$ cat src/sv/sss_pkg.sv
package sss_pkg;

   // default buffer sizes and fixed field widths
   localparam int PATTERN_MAX_DEF = 64;
   localparam int TEXT_MAX_DEF    = 4096;
   localparam int ALPHABET_SIZE   = 256;
   localparam int BYTE_W          = 8;
   localparam int INDEX_W         = 12;

   // controller to datapath
   typedef struct packed {
      logic accept;     // request taken this cycle
      logic rd_cmp;     // read text[pos+k] and pattern[k]
      logic k_inc;      // next byte of the window
      logic rd_next;    // read the text byte after the window
      logic rd_tbl;     // look up the shift for that byte
      logic advance;    // move the window on
      logic load_rsp;   // capture the result payload
      logic rsp_found;  // found flag for the result
   } sss_cmd_type;

   // datapath to controller
   typedef struct packed {
      logic pat_empty;      // pattern length is zero
      logic window_fits;    // pos + m <= n
      logic window_at_end;  // pos + m >= n
      logic bytes_equal;    // compared bytes agree
      logic k_last;         // compared the last pattern byte
   } sss_sts_type;

endpackage

$ cat src/sv/sss_ctrl.sv
module sss_ctrl (
   input  logic                 clock,
   input  logic                 reset,
   input  logic                 req_valid,
   input  logic                 req_type,
   input  logic                 req_last,
   output logic                 req_stall,
   output logic                 rsp_valid,
   input  logic                 rsp_stall,
   input  sss_pkg::sss_sts_type sts,
   output sss_pkg::sss_cmd_type cmd
);
   import sss_pkg::*;

   localparam logic [2:0] S_IDLE   = 3'd0;
   localparam logic [2:0] S_START  = 3'd1;
   localparam logic [2:0] S_RD     = 3'd2;
   localparam logic [2:0] S_CMP    = 3'd3;
   localparam logic [2:0] S_RDNX   = 3'd4;
   localparam logic [2:0] S_TBL    = 3'd5;
   localparam logic [2:0] S_ADV    = 3'd6;
   localparam logic [2:0] S_FINISH = 3'd7;

   logic [2:0] state_ff, state_in;
   logic       found_ff, found_in;
   logic       rsp_valid_ff, rsp_valid_in;

   // input is taken only between searches
   assign req_stall = (state_ff != S_IDLE);
   assign rsp_valid = rsp_valid_ff;

   // search sequencer
   always_comb begin
      cmd          = '0;
      state_in     = state_ff;
      found_in     = found_ff;
      rsp_valid_in = rsp_valid_ff & rsp_stall;
      cmd.accept   = req_valid && (state_ff == S_IDLE);
      unique case (state_ff)
         S_IDLE: begin
            if (cmd.accept && req_type && req_last) begin
               state_in = S_START;
            end
         end
         S_START: begin
            if (sts.pat_empty) begin
               found_in = 1'b1;
               state_in = S_FINISH;
            end else if (!sts.window_fits) begin
               found_in = 1'b0;
               state_in = S_FINISH;
            end else begin
               state_in = S_RD;
            end
         end
         S_RD: begin
            cmd.rd_cmp = 1'b1;
            state_in   = S_CMP;
         end
         S_CMP: begin
            if (sts.bytes_equal) begin
               if (sts.k_last) begin
                  found_in = 1'b1;
                  state_in = S_FINISH;
               end else begin
                  cmd.k_inc = 1'b1;
                  state_in  = S_RD;
               end
            end else if (sts.window_at_end) begin
               found_in = 1'b0;
               state_in = S_FINISH;
            end else begin
               state_in = S_RDNX;
            end
         end
         S_RDNX: begin
            cmd.rd_next = 1'b1;
            state_in    = S_TBL;
         end
         S_TBL: begin
            cmd.rd_tbl = 1'b1;
            state_in   = S_ADV;
         end
         S_ADV: begin
            cmd.advance = 1'b1;
            state_in    = S_START;
         end
         S_FINISH: begin
            // wait for the output slot to free up
            if (!rsp_valid_ff || !rsp_stall) begin
               cmd.load_rsp  = 1'b1;
               cmd.rsp_found = found_ff;
               rsp_valid_in  = 1'b1;
               state_in      = S_IDLE;
            end
         end
      endcase
   end

   always_ff @(posedge clock) begin
      if (reset) begin
         state_ff     <= S_IDLE;
         found_ff     <= 1'b0;
         rsp_valid_ff <= 1'b0;
      end else begin
         state_ff     <= state_in;
         found_ff     <= found_in;
         rsp_valid_ff <= rsp_valid_in;
      end
   end

endmodule

$ cat config.mk
export PLATFORM = sky130hd
export DESIGN_NAME = sss_ctrl
export DESIGN_NICKNAME = d
export VERILOG_FILES = /design/src/sv/sss_pkg.sv /design/src/sv/sss_ctrl.sv
export SDC_FILE = /design/constraint.sdc
export NUM_CORES = 1
export LEC_CHECK = 0
export BUFFER_PORTS_ARGS = -buffer_cell sky130_fd_sc_hd__buf_2
export CORE_AREA = 2 2 39 41
export DETAILED_ROUTE_END_ITERATION = 16
export DIE_AREA = 0 0 41 43
export GPL_ROUTABILITY_DRIVEN = 0
export PLACE_DENSITY_LB_ADDON = 0.15
export SLEW_MARGIN = 0
export SYNTH_ARGS = -nofsm -noshare
export SYNTH_HDL_FRONTEND = slang
export SYNTH_SLANG_ARGS = --single-unit
$ cat constraint.sdc
create_clock -name clock -period 2.92 [get_ports clock]
set_input_delay 0.438 -clock clock [delete_from_list [all_inputs] [get_ports clock]]
set_output_delay 0.438 -clock clock [all_outputs]
set_load 0.03 [all_outputs]
-- Word-level counts from Yosys, hierarchy flattened
Index checks and enable logic that the tools add are counted.
- flip-flop bits (word level): 5
- input bits: 11
- output and inout port bits: 10
- equal/unequal tests: 12
- mux-type cells: 25
- bitwise gates (word level): 1
- reductions and logical operators: 11
- operators by type and width (kind ; count):
    case mux 3 bit (8 select lines) ; 1
    2-to-1 mux 3 bit ; 6
    2-to-1 mux 1 bit ; 14
    equality test 3 bit, second input constant ; 4
    inequality test 3 bit, second input constant ; 3
    equality test 3 x 2 -> 1 bit, second input constant ; 2
    2-to-1 mux 2 bit ; 3
    AND reduction 4 bit ; 1
    equality test 3 x 1 -> 1 bit, second input constant ; 1
    logical AND 1 bit ; 3
    zero test 3 bit ; 1
    nonzero test 3 bit ; 1
    zero test 1 bit ; 2
    inequality test 2 x 1 -> 1 bit, second input constant ; 1
    inequality test 2 bit, second input constant ; 1
    case mux 1 bit (2 select lines) ; 1
    AND reduction 2 bit ; 1
    nonzero test 2 bit ; 1
    bitwise AND 1 bit ; 1
    logical OR 1 bit ; 1

-- Longest topological paths before layout
- word-level depth: 6
- depth in mapped cells: 4

-- Worst setup path before layout
No wires, ideal clock.
- path type: flip-flop to output port
- start point: register state_ff[0]
- end point: output cmd[0] (netlist bit)
- data arrival time: 1.438 ns
- setup slack: 1.044 ns
- stages on the path, launching flop included: 4
- path through: dfxtp_1 -> nand3_1 -> a21oi_1 -> and2_1
- RTL lines (what ; RTL line ; RTL):
    start, declared ; sss_ctrl.sv:24 ; logic [2:0] state_ff, state_in;
    start signal, assigned ; sss_ctrl.sv:106 ; state_ff <= state_in;
    end, declared ; sss_ctrl.sv:11 ; output sss_pkg::sss_cmd_type cmd

==> qor.txt <==
Status - completed
TritonCTS clock tree - yes
Max cap viols - 0
Sequential power share - 28.2%
Global-route wire length before repair - 1190 um
FILL cells - 160
NetSw - 0.231 mW
Worst R2R Start - state_ff[0]
Layout net count - 81
Period utilization - 60.2%
P_int - 0.242 mW
Reg clk slew, reported paths - 0.04 ns
RSZ-0062 raised after global routing - false
Initial Util - 24.2%
Top Usage Layer GRT - met2
Cts bufs inserted - 3
Post-cts resize count - 0
WHS Path Cells - 2
Largest net degree at the start of global routing - 10
Combinational share of power - 55.9%
CP Data Arrival Time - 1.32 ns
Beginning of the worst hold path - reset
Initial antenna violation count - 0
Mapped Nets - 56
IO Port Bufs - 20
Critical Path RT - 2.48 ns
R2R depth - 4
Crit start category - flop
Max VDD drop - 0.000348 V
Placed cell area - 455 um^2
Cell count after synthesis - 45
Leak - 0.247 nW
Final WL - 831 um
Slew Limit Fails - 0
First-iteration detailed-routing DRC count - 4
Worst slew pin tran - 0.409 ns
Clock group share of total power - 15.9%
Die Y-Extent - 43 um
Residual DRC - 0
Global-route usage over all layers - 10.1%
Die area - 1760 um^2
Switching part of the total - 48.8%
Post-Route Setup TNS - 0 ns
Most common cell after layout, fill and taps aside - buf_2
Critical path class - reg -> out
Slew margin rel. - 72.1%
Routed Antenna Nets - 0
Synth unique cells - 21
Clk_lat worst skew - 0.23 ns
# rows - 14
Clk_skew - 0.000467 ns
Mapped Area - 335 um^2
Vias per inst - 4.68
Commonest cells after routing, fill and taps aside - 20 x buf_2, 11 x nor2_1, 5 x dfxtp_1, 4 x inv_1
Boundary pin count - 21
Post-cts hold buffer count - 0
Final worst path period need - 1.76 ns
Seq/Total Area, Yosys - 29.9%
Root Buffer - clkbuf_4
Routing usage on met3 - 1.57%
Post-DP HPWL - 682 um
Design area - 482 um^2
Flops & latches, synth - 5
Crit. End Element - output pin
Clock Sinks - 5
Bufs on Longest Clock Path - 2
Vias in the first global route - 339
R2r endpoint - found_ff
Fmax - 569 MHz
CP max FO - 9
CTS H-tree depth - 1
Core area - 1380 um^2
Area growth syn-to-layout - 43.7%
Layout cells sized above 1 - 37.7%
Postcts setup bufs - 0
Overflow after GRT - 0
Sink of the worst hold path - found_ff
HP Class - in -> reg
Endpoints failing setup - 0
Antenna diodes - 0
Power Density - 982 nW/um^2
Via count - 398
Routed wire length per instance - 9.78 um
Syn_area_per_cell - 7.45 um^2
Die Width - 41 um
Final Hold Vio Count - 0
Syn. warnings - 0
First-pass DRT Iterations - 4
Internal reg-to-reg setup slack - 1.45 ns
Met1 Use GR - 11.6%
GR Layer Usage met2 - 15.3%
-- synth_stat cells --
| master | count | area (um^2) |
|---|---|---|
| nand3b_1 | 1 | 7.51 |
| nor2_1 | 11 | 41.3 |
| o22ai_2 | 1 | 12.5 |
| nand3_1 | 2 | 10.0 |
| or3b_1 | 1 | 8.76 |
| and3_1 | 2 | 12.5 |
| a2111oi_0 | 1 | 8.76 |
| nand2_1 | 1 | 3.75 |
| and3_2 | 1 | 7.51 |
| nor2b_1 | 1 | 6.26 |
| and2_1 | 2 | 12.5 |
| o21ai_1 | 1 | 5.00 |
| nand2b_1 | 2 | 12.5 |
| a221oi_1 | 1 | 8.76 |
| nor3_1 | 1 | 5.00 |
| a221oi_2 | 1 | 15.0 |
| inv_1 | 4 | 15.0 |
| a21oi_1 | 3 | 15.0 |
| mux2i_1 | 2 | 20.0 |
| a22oi_1 | 1 | 7.51 |
| dfxtp_1 | 5 | 100 |
-- worst max-delay path: stages, from the launching register on --
cell	delay [ns]
dfxtp_1	0.45
nand3_1	0.16
a21oi_1	0.16
and2_1	0.13
buf_2	0.18
-- flip-flops by register name (all words and copies together) (netlist names) --
name,flops
found_ff,1
rsp_valid,1
state_ff,3
-- logic make-up (layout without fill, tap and decap cells) --
group,after synthesis,after routing,synth area share [%]
buffers and inverters,4,28,4.48
AOI/OAI and AO/OA,9,9,21.6
and+or+nand+nor,25,25,38.1
DFF,5,5,29.9
muxes,2,2,5.97
-- final cells by class --
cell class                      instances  area [um^2]  share of cell area, %
Timing Repair Buffer                   20          100                   20.8
Multi-Input combinational cell         36          220                   45.7
Tap cell                               16         20.0                   4.16
Inverter                                4         15.0                   3.12
Sequential cell                         5          100                   20.8
Clock buffer                            4         26.3                   5.45
-- worst max-delay path by stage --
stage / endpoint / start / depth (start not counted)
2_1_floorplan: cmd[0] / state_ff[0] / 3
3_3_place_gp: cmd[0] / state_ff[0] / 4
3_5_place_dp: cmd[0] / state_ff[2] / 4
4_1_cts: cmd[0] / state_ff[2] / 4
5_1_grt: cmd[0] / state_ff[0] / 4
6_report: cmd[0] / state_ff[2] / 4
-- per-stage QoR --
| step | worst slack (ns) | util [%] | hold slack (ns) | cells | total power, mW |
|---|---|---|---|---|---|
| 4_1_cts | 1.16 | 34.8 | 0.435 | 85 | 0.479 |
| 3_5_place_dp | 1.42 | 32.9 | 0.470 | 81 | 0.400 |
| 3_3_place_gp | 1.43 | 32.9 | 0.469 | 81 | 0.400 |
| 6_report | 1.16 | 34.8 | 0.441 | 85 | 0.473 |
| 2_1_floorplan | 1.04 | - | 0.437 | 45 | 0.326 |
| 5_1_grt | 1.07 | 34.8 | 0.444 | 85 | 0.505 |
-- per-layer routing --
metal	part of all wire, %	vias up	wire [um]
met5	0	-	0
met3	5.1	0	42
met4	0	0	0
li1	-	209	-
met1	46	179	379
met2	49	10	409
-- power by group through the flow --
stage	combinational [mW]	clock [mW]	sequential, mW
after CTS	0.267	0.0799	0.132
after global placement	0.267	0	0.133
after floorplan	0.203	0	0.123
after detailed placement	0.267	0	0.133
final	0.264	0.0752	0.134
after global routing	0.287	0.0818	0.136
Note: power is estimated with default switching activity, not from simulation.
